--- src/hw/rtl/stc_pkg.sv ---
package stc_pkg;

  // Storage geometry
  localparam int unsigned RAM_BYTES = 8192;
  localparam int unsigned ADDR_W    = $clog2(RAM_BYTES);
  localparam int unsigned STEP_W    = 5;

  // Bus decode: port window is 0x7FF0..0x7FF7, compared on address[15:3]
  localparam logic [12:0] PORT_TAG      = 13'h0FFE;
  localparam logic [2:0]  PORT_TBL_LAST = 3'd3;
  localparam logic [2:0]  PORT_HIGH     = 3'd4;
  localparam logic [2:0]  PORT_SELECT   = 3'd6;

  // Fixed RAM locations
  localparam logic [ADDR_W-1:0] SELECTOR_ADDR = 13'h1FF6;
  localparam logic [ADDR_W-1:0] RECORD_BASE   = 13'h1FF0;
  localparam logic [3:0]        TABLE_TAG     = 4'b1100;    // 0x1800 >> 9
  localparam logic [6:0]        HIGH_TAG      = 7'b1101000; // 0x1A00 >> 6

  // Address source for the RAM port
  typedef enum logic [2:0] {
    AM_BUS,       // request address, masked to the RAM
    AM_RECORD,    // record area byte of the current port
    AM_SELECTOR,  // record selector byte
    AM_TABLE,     // sprite table entry at the table base
    AM_HIGH,      // packed high table byte for the selector
    AM_SLOT,      // selector record, toggle half, port byte
    AM_REC        // selector record, fixed byte offset
  } addr_mode_e;

  // Write data source
  typedef enum logic [2:0] {
    WS_BYTE,      // request byte
    WS_SEVEN,     // request byte, low seven bits
    WS_DATA,      // RAM read data
    WS_MERGE,     // high table byte with two bits merged in
    WS_SEL        // selector register
  } wsrc_e;

  // Step sequencing
  typedef enum logic [1:0] {
    NX_NEXT,
    NX_GOTO,
    NX_PORT,
    NX_DONE
  } next_e;

  typedef struct packed {
    addr_mode_e        am;
    logic              we;
    wsrc_e             ws;
    logic [3:0]        konst;     // byte offset for AM_TABLE / AM_REC
    logic              tbl_port;  // table offset comes from the port number
    logic              ld_sel;    // selector register <= read data
    logic              ld_byte;   // byte register <= read data
    logic              init_sel;  // selector and table index <= byte[6:0], toggles clear
    logic              flip;      // invert toggle of current port
    logic              emit;      // read data goes out this cycle
    next_e             nx;
    logic [STEP_W-1:0] target;
  } ctrl_t;

  // Program layout
  localparam logic [STEP_W-1:0] STEP_RD0  = 5'd0;
  localparam logic [STEP_W-1:0] STEP_RD1  = 5'd1;
  localparam logic [STEP_W-1:0] STEP_WR0  = 5'd2;
  localparam logic [STEP_W-1:0] STEP_PT0  = 5'd3;
  localparam logic [STEP_W-1:0] STEP_PT1  = 5'd4;
  localparam logic [STEP_W-1:0] STEP_PTA  = 5'd5;
  localparam logic [STEP_W-1:0] STEP_PTH  = 5'd6;
  localparam logic [STEP_W-1:0] STEP_PTH1 = 5'd7;
  localparam logic [STEP_W-1:0] STEP_PTH2 = 5'd8;
  localparam logic [STEP_W-1:0] STEP_SLOT = 5'd9;
  localparam logic [STEP_W-1:0] STEP_PTS  = 5'd10;
  localparam logic [STEP_W-1:0] STEP_S0   = 5'd11;
  localparam logic [STEP_W-1:0] STEP_S1   = 5'd12;
  localparam logic [STEP_W-1:0] STEP_S2   = 5'd13;
  localparam logic [STEP_W-1:0] STEP_S3   = 5'd14;
  localparam logic [STEP_W-1:0] STEP_S4   = 5'd15;
  localparam logic [STEP_W-1:0] STEP_S5   = 5'd16;
  localparam logic [STEP_W-1:0] STEP_S6   = 5'd17;
  localparam logic [STEP_W-1:0] STEP_S7   = 5'd18;
  localparam logic [STEP_W-1:0] STEP_S8   = 5'd19;
  localparam logic [STEP_W-1:0] STEP_S9   = 5'd20;
  localparam logic [STEP_W-1:0] STEP_S10  = 5'd21;
  localparam logic [STEP_W-1:0] STEP_S11  = 5'd22;
  localparam logic [STEP_W-1:0] STEP_S12  = 5'd23;

  localparam ctrl_t NOP_WORD = '{
    am: AM_BUS, we: 1'b0, ws: WS_BYTE, konst: 4'd0, tbl_port: 1'b0,
    ld_sel: 1'b0, ld_byte: 1'b0, init_sel: 1'b0, flip: 1'b0, emit: 1'b0,
    nx: NX_DONE, target: 5'd0
  };

  // Control word with all side flags clear
  function automatic ctrl_t cw(input addr_mode_e am, input logic we, input wsrc_e ws,
                               input logic [3:0] k, input next_e nx,
                               input logic [STEP_W-1:0] tgt);
    ctrl_t w;
    w        = NOP_WORD;
    w.am     = am;
    w.we     = we;
    w.ws     = ws;
    w.konst  = k;
    w.nx     = nx;
    w.target = tgt;
    return w;
  endfunction

  // Microcode store
  function automatic ctrl_t ucode_rom(input logic [STEP_W-1:0] step);
    ctrl_t w;
    w = NOP_WORD;
    unique case (step)
      // bus read: address, then data out
      STEP_RD0: w = cw(AM_BUS, 1'b0, WS_BYTE, 4'd0, NX_NEXT, 5'd0);
      STEP_RD1: begin
        w      = cw(AM_BUS, 1'b0, WS_BYTE, 4'd0, NX_DONE, 5'd0);
        w.emit = 1'b1;
      end
      // plain RAM write
      STEP_WR0: w = cw(AM_BUS, 1'b1, WS_BYTE, 4'd0, NX_DONE, 5'd0);
      // ports other than the selector port
      STEP_PT0: w = cw(AM_RECORD, 1'b1, WS_BYTE, 4'd0, NX_NEXT, 5'd0);
      STEP_PT1: w = cw(AM_SELECTOR, 1'b0, WS_BYTE, 4'd0, NX_PORT, 5'd0);
      STEP_PTA: begin
        w          = cw(AM_TABLE, 1'b1, WS_BYTE, 4'd0, NX_GOTO, STEP_SLOT);
        w.tbl_port = 1'b1;
        w.ld_sel   = 1'b1;
      end
      STEP_PTH: begin
        w        = cw(AM_BUS, 1'b0, WS_BYTE, 4'd0, NX_NEXT, 5'd0);
        w.ld_sel = 1'b1;
      end
      STEP_PTH1: w = cw(AM_HIGH, 1'b0, WS_BYTE, 4'd0, NX_NEXT, 5'd0);
      STEP_PTH2: w = cw(AM_HIGH, 1'b1, WS_MERGE, 4'd0, NX_NEXT, 5'd0);
      STEP_SLOT: begin
        w      = cw(AM_SLOT, 1'b1, WS_BYTE, 4'd0, NX_DONE, 5'd0);
        w.flip = 1'b1;
      end
      STEP_PTS: begin
        w        = cw(AM_BUS, 1'b0, WS_BYTE, 4'd0, NX_GOTO, STEP_SLOT);
        w.ld_sel = 1'b1;
      end
      // selector port: pick sprite, copy record into table and high bits
      STEP_S0: begin
        w          = cw(AM_SELECTOR, 1'b1, WS_SEVEN, 4'd0, NX_NEXT, 5'd0);
        w.init_sel = 1'b1;
      end
      STEP_S1:  w = cw(AM_REC,   1'b0, WS_DATA, 4'd3,  NX_NEXT, 5'd0);
      STEP_S2:  w = cw(AM_TABLE, 1'b1, WS_DATA, 4'd0,  NX_NEXT, 5'd0);
      STEP_S3:  w = cw(AM_REC,   1'b0, WS_DATA, 4'd9,  NX_NEXT, 5'd0);
      STEP_S4:  w = cw(AM_TABLE, 1'b1, WS_DATA, 4'd1,  NX_NEXT, 5'd0);
      STEP_S5:  w = cw(AM_REC,   1'b0, WS_DATA, 4'd10, NX_NEXT, 5'd0);
      STEP_S6:  w = cw(AM_TABLE, 1'b1, WS_DATA, 4'd2,  NX_NEXT, 5'd0);
      STEP_S7:  w = cw(AM_REC,   1'b0, WS_DATA, 4'd11, NX_NEXT, 5'd0);
      STEP_S8:  w = cw(AM_TABLE, 1'b1, WS_DATA, 4'd3,  NX_NEXT, 5'd0);
      STEP_S9:  w = cw(AM_REC,   1'b0, WS_DATA, 4'd4,  NX_NEXT, 5'd0);
      STEP_S10: begin
        w         = cw(AM_HIGH, 1'b0, WS_DATA, 4'd0, NX_NEXT, 5'd0);
        w.ld_byte = 1'b1;
      end
      STEP_S11: w = cw(AM_HIGH,  1'b1, WS_MERGE, 4'd0, NX_NEXT, 5'd0);
      STEP_S12: w = cw(AM_REC,   1'b1, WS_SEL,   4'd6, NX_DONE, 5'd0);
      default:  w = NOP_WORD;
    endcase
    return w;
  endfunction

endpackage

--- src/hw/rtl/stc_seq.sv ---
module stc_seq (
  input  logic                            clk_i,
  input  logic                            rst_ni,
  input  logic                            launch_i,
  input  logic [stc_pkg::STEP_W-1:0]      entry_i,
  input  logic [2:0]                      port_i,
  output stc_pkg::ctrl_t                  ctrl_o,
  output logic                            run_o
);

  logic [stc_pkg::STEP_W-1:0] upc_q, upc_d;
  logic                       run_q, run_d;
  stc_pkg::ctrl_t             word;

  // step counter and run flag
  always_ff @(posedge clk_i or negedge rst_ni) begin
    if (!rst_ni) begin
      upc_q <= '0;
      run_q <= 1'b0;
    end else begin
      upc_q <= upc_d;
      run_q <= run_d;
    end
  end

  // fetch and sequencing
  always_comb begin
    word  = stc_pkg::ucode_rom(upc_q);
    upc_d = upc_q;
    run_d = run_q;
    if (launch_i) begin
      upc_d = entry_i;
      run_d = 1'b1;
    end else if (run_q) begin
      unique case (word.nx)
        stc_pkg::NX_NEXT: upc_d = upc_q + 1'b1;
        stc_pkg::NX_GOTO: upc_d = word.target;
        stc_pkg::NX_PORT: begin
          priority if (port_i <= stc_pkg::PORT_TBL_LAST) begin
            upc_d = stc_pkg::STEP_PTA;
          end else if (port_i == stc_pkg::PORT_HIGH) begin
            upc_d = stc_pkg::STEP_PTH;
          end else begin
            upc_d = stc_pkg::STEP_PTS;
          end
        end
        stc_pkg::NX_DONE: run_d = 1'b0;
        default:          run_d = 1'b0;
      endcase
    end
  end

  assign ctrl_o = run_q ? word : stc_pkg::NOP_WORD;
  assign run_o  = run_q;

endmodule

--- config.mk ---
export PLATFORM = sky130hd
export DESIGN_NAME = stc_seq
export DESIGN_NICKNAME = d
export VERILOG_FILES = /design/src/hw/rtl/stc_pkg.sv /design/src/hw/rtl/stc_seq.sv
export SDC_FILE = /design/constraint.sdc
export NUM_CORES = 1
export LEC_CHECK = 0
export BUFFER_PORTS_ARGS = -buffer_cell sky130_fd_sc_hd__buf_2
export CORE_MARGIN = 2
export CORE_UTILIZATION = 50
export CTS_BUF_LIST = sky130_fd_sc_hd__clkbuf_16
export DETAILED_ROUTE_END_ITERATION = 7
export HOLD_SLACK_MARGIN = 0.12
export PLACE_DENSITY = 0.77
export SKIP_CTS_REPAIR_TIMING = 1
export SLEW_MARGIN = 5
export SYNTH_ARGS = -nofsm -noshare
export SYNTH_HDL_FRONTEND = slang
export SYNTH_SLANG_ARGS = --single-unit
--- constraint.sdc ---
create_clock -name clk_i -period 3.4 [get_ports clk_i]
set_clock_uncertainty 0.1 [all_clocks]
set_input_delay 0.68 -clock clk_i [delete_from_list [all_inputs] [get_ports clk_i]]
set_output_delay 0.68 -clock clk_i [all_outputs]
set_load 0.02 [all_outputs]
==> impl_metrics.toml <==
[cts]
numCtsBuffers = 3
h-tree-depth = 1
clk_latency_ps = 230
clock-sinks = 6
clock-root-buffer = "clkbuf_16"
cts_tree = "built"
clock_path_buffers = 2
clk_pin_slew_ps = 30

[floorplanning]
die-area_um2 = 2650
num_rows = 17
die_h_um = 51.5
die_w_um = 51.5
ios = 36
design.core.area_um2 = 2170
initial_core_util = 0.520

[synth]
yosys-top-cells-count = "nor2_1 (17), inv_1 (14), ha_1 (13), nand2_1 (13), a21oi_1 (10)"
synth_xor_area_frac = 0.00776
syn_area_um2 = 1130
async_flop_share = 1.00
muxShareOfSynthArea = 0.0732
avgSynthCellArea_um2 = 7.42
synth_top_area_share = 0.144
synth.most_common_cell = "nor2_1"
synth_top_family_by_area = "simple AND/OR/NAND/NOR gates"
synth_cell_type_count = 44
synthTopCellsByArea = "ha_1 (14%), dfrtp_1 (13%), nor2_1 (5.7%)"
synth_ff_type = "dfrtp_1"
ys_seq_elements = 6
synth_cells = 152
yosysWarnings = 0
synth_fa_ha_area_frac = 0.144
seq_area_frac_synth = 0.133
synth_edf_count = 0
synth_compound_area_frac = 0.253
synthSimpleGateAreaFrac = 0.268
yosys.area.top_type = "ha_1"

[detailed_routing]
drtAntennaViolNets = 0
avgRoutedWirePerCell_um = 14.4
drt-vias-per-instance = 5.68
drtPass1Iterations = 5
drc = 0
drtIter0Drc = 31
vias = 1175
finalWirelength_um = 2980

[timing]
setup_viol = 0
finalMaxSlewViolations = 0
max_clock_freq_ghz = 0.316
finalCriticalPeriod_ps = 3170
period_share = 0.932
hold_viol_final = 0
tns_ps = 0
rsz0062_at_grt = "false"
whs_ps = 171

[global_routing]
grt_max_degree = 21
grt_pass1_vias = 1051
grt_pass1_wl_um = 5010
antenna_found_initial = 0
grt_remaining_overflow = 0
grtUsageTotal = 0.252

[flow_run]
drv_cap = 0

[worst_setup_path]
cp_num_buf_inv = 2
crit_type = "reg -> reg"
critPathTopFamily = "adder cells"
r2r_cells = 10
critical_path.slowest_cell = "dfrtp_1"
regToRegEndpoint = "upc_q[2]$_DFFE_PN0P_"
cp_max_fo = 10
rr_startpoint = "upc_q[1]$_DFFE_PN0P_"
cp_cell_sequence = "inv_1 -> ha_1 -> mux2_4 -> a211oi_2 -> inv_1 -> ha_1 -> nor2_2 -> a32oi_4 -> nand2_4 -> mux2_4"
max_stage_delay_ps = 510
cp-start-kind = "flip-flop"
cp-end-kind = "flip-flop"
critPathArrivalTime_ps = 3180
required_ps = 3410
r2r_slack_ps = 230

[final_layout]
final_nets = 205
drive_above_1_share = 0.285
areaGrowthSynthToFinish_pct = 19.8
diodes = 0

[placed_design]
hpwl_um = 2310
gp_congestion = 0.933
io_buffers = 32

[run_status]
status = "complete, no violations"

[worst_hold_path]
hold_class = "in -> async"
[final cells by class]
cell class,instances,area [µm²]
Multi-Input combinational cell,121,856
Timing Repair Buffer,35,183
Tap cell,28,35.0
Inverter,14,52.6
Clock buffer,3,75.1
Fill cell,206,817
Sequential cell,6,151
[kinds of logic after synthesis]
group,count (synthesis)
AND/OR/NAND/NOR,58
AO/OA/AOI/OAI,39
buffers and inverters,27
adder cells (fa/ha/maj),13
multiplexers,7
flip-flops,6
other,1
XOR/XNOR,1
[worst max path at each step]
stage | start | end | depth (start not counted)
final | upc_q[1]$_DFFE_PN0P_ | upc_q[2]$_DFFE_PN0P_ | 10
after global routing | upc_q[1]$_DFFE_PN0P_ | upc_q[2]$_DFFE_PN0P_ | 10
after CTS | upc_q[0]$_DFFE_PN0P_ | upc_q[2]$_DFFE_PN0P_ | 10
after detailed placement | upc_q[0]$_DFFE_PN0P_ | upc_q[2]$_DFFE_PN0P_ | 10
after global placement | upc_q[0]$_DFFE_PN0P_ | upc_q[2]$_DFFE_PN0P_ | 10
after floorplan | upc_q[0]$_DFFE_PN0P_ | upc_q[2]$_DFFE_PN0P_ | 10
[sequential cells by signal, indices dropped and copies added (netlist names)]
| signal | cells |
|---|---|
| upc_q | 5 |
| run_o | 1 |
[layout by cell type, fill, tap and decap left out, drive strengths merged, types with 3 or more instances in the layout]
cell,netlist,final
buf,12,35
nor2,17,17
inv,14,14
nand2,14,14
ha,13,13
a21oi,10,10
o21ai,10,10
dfrtp,6,6
nor3,5,5
nor2b,4,4
mux2,4,4
o21a,3,3
and3,3,3
mux2i,3,3
nand2b,3,3
a31oi,3,3
nand3b,3,3
nand3,3,3
conb,1,3
clkbuf,1,3
[through the flow]
stage | worst slack [ps] | util | std cells | area (µm²)
finish | 231 | 0.623 | 207 | 1350
global route | 77.0 | 0.623 | 207 | 1350
CTS | 169 | 0.622 | 207 | 1350
detailed placement | 174 | 0.587 | 204 | 1270
global placement | 344 | 0.587 | 204 | 1270
floorplan | 509 | - | 154 | 1140
[routing by layer]
layer,track usage,share of wire,vias up
met5,0,0,-
li1,-,-,579
met3,0.0287,0.055,6
met1,0.347,0.45,544
met2,0.412,0.48,46
met4,0.0789,0.015,0
[worst register-to-register path: cells and delay by family, from the launching register on]
family                   cells  cell delay (ps)
AND/OR/NAND/NOR              2              360
AO/OA/AOI/OAI                2              450
flip-flops                   1              510
multiplexers                 2              640
adder cells (fa/ha/maj)      2              680
buffers and inverters        2              290
Power is left out: the tool's default activity adds up to more than one toggle a clock period on the data nets, which glitch-free logic cannot reach.
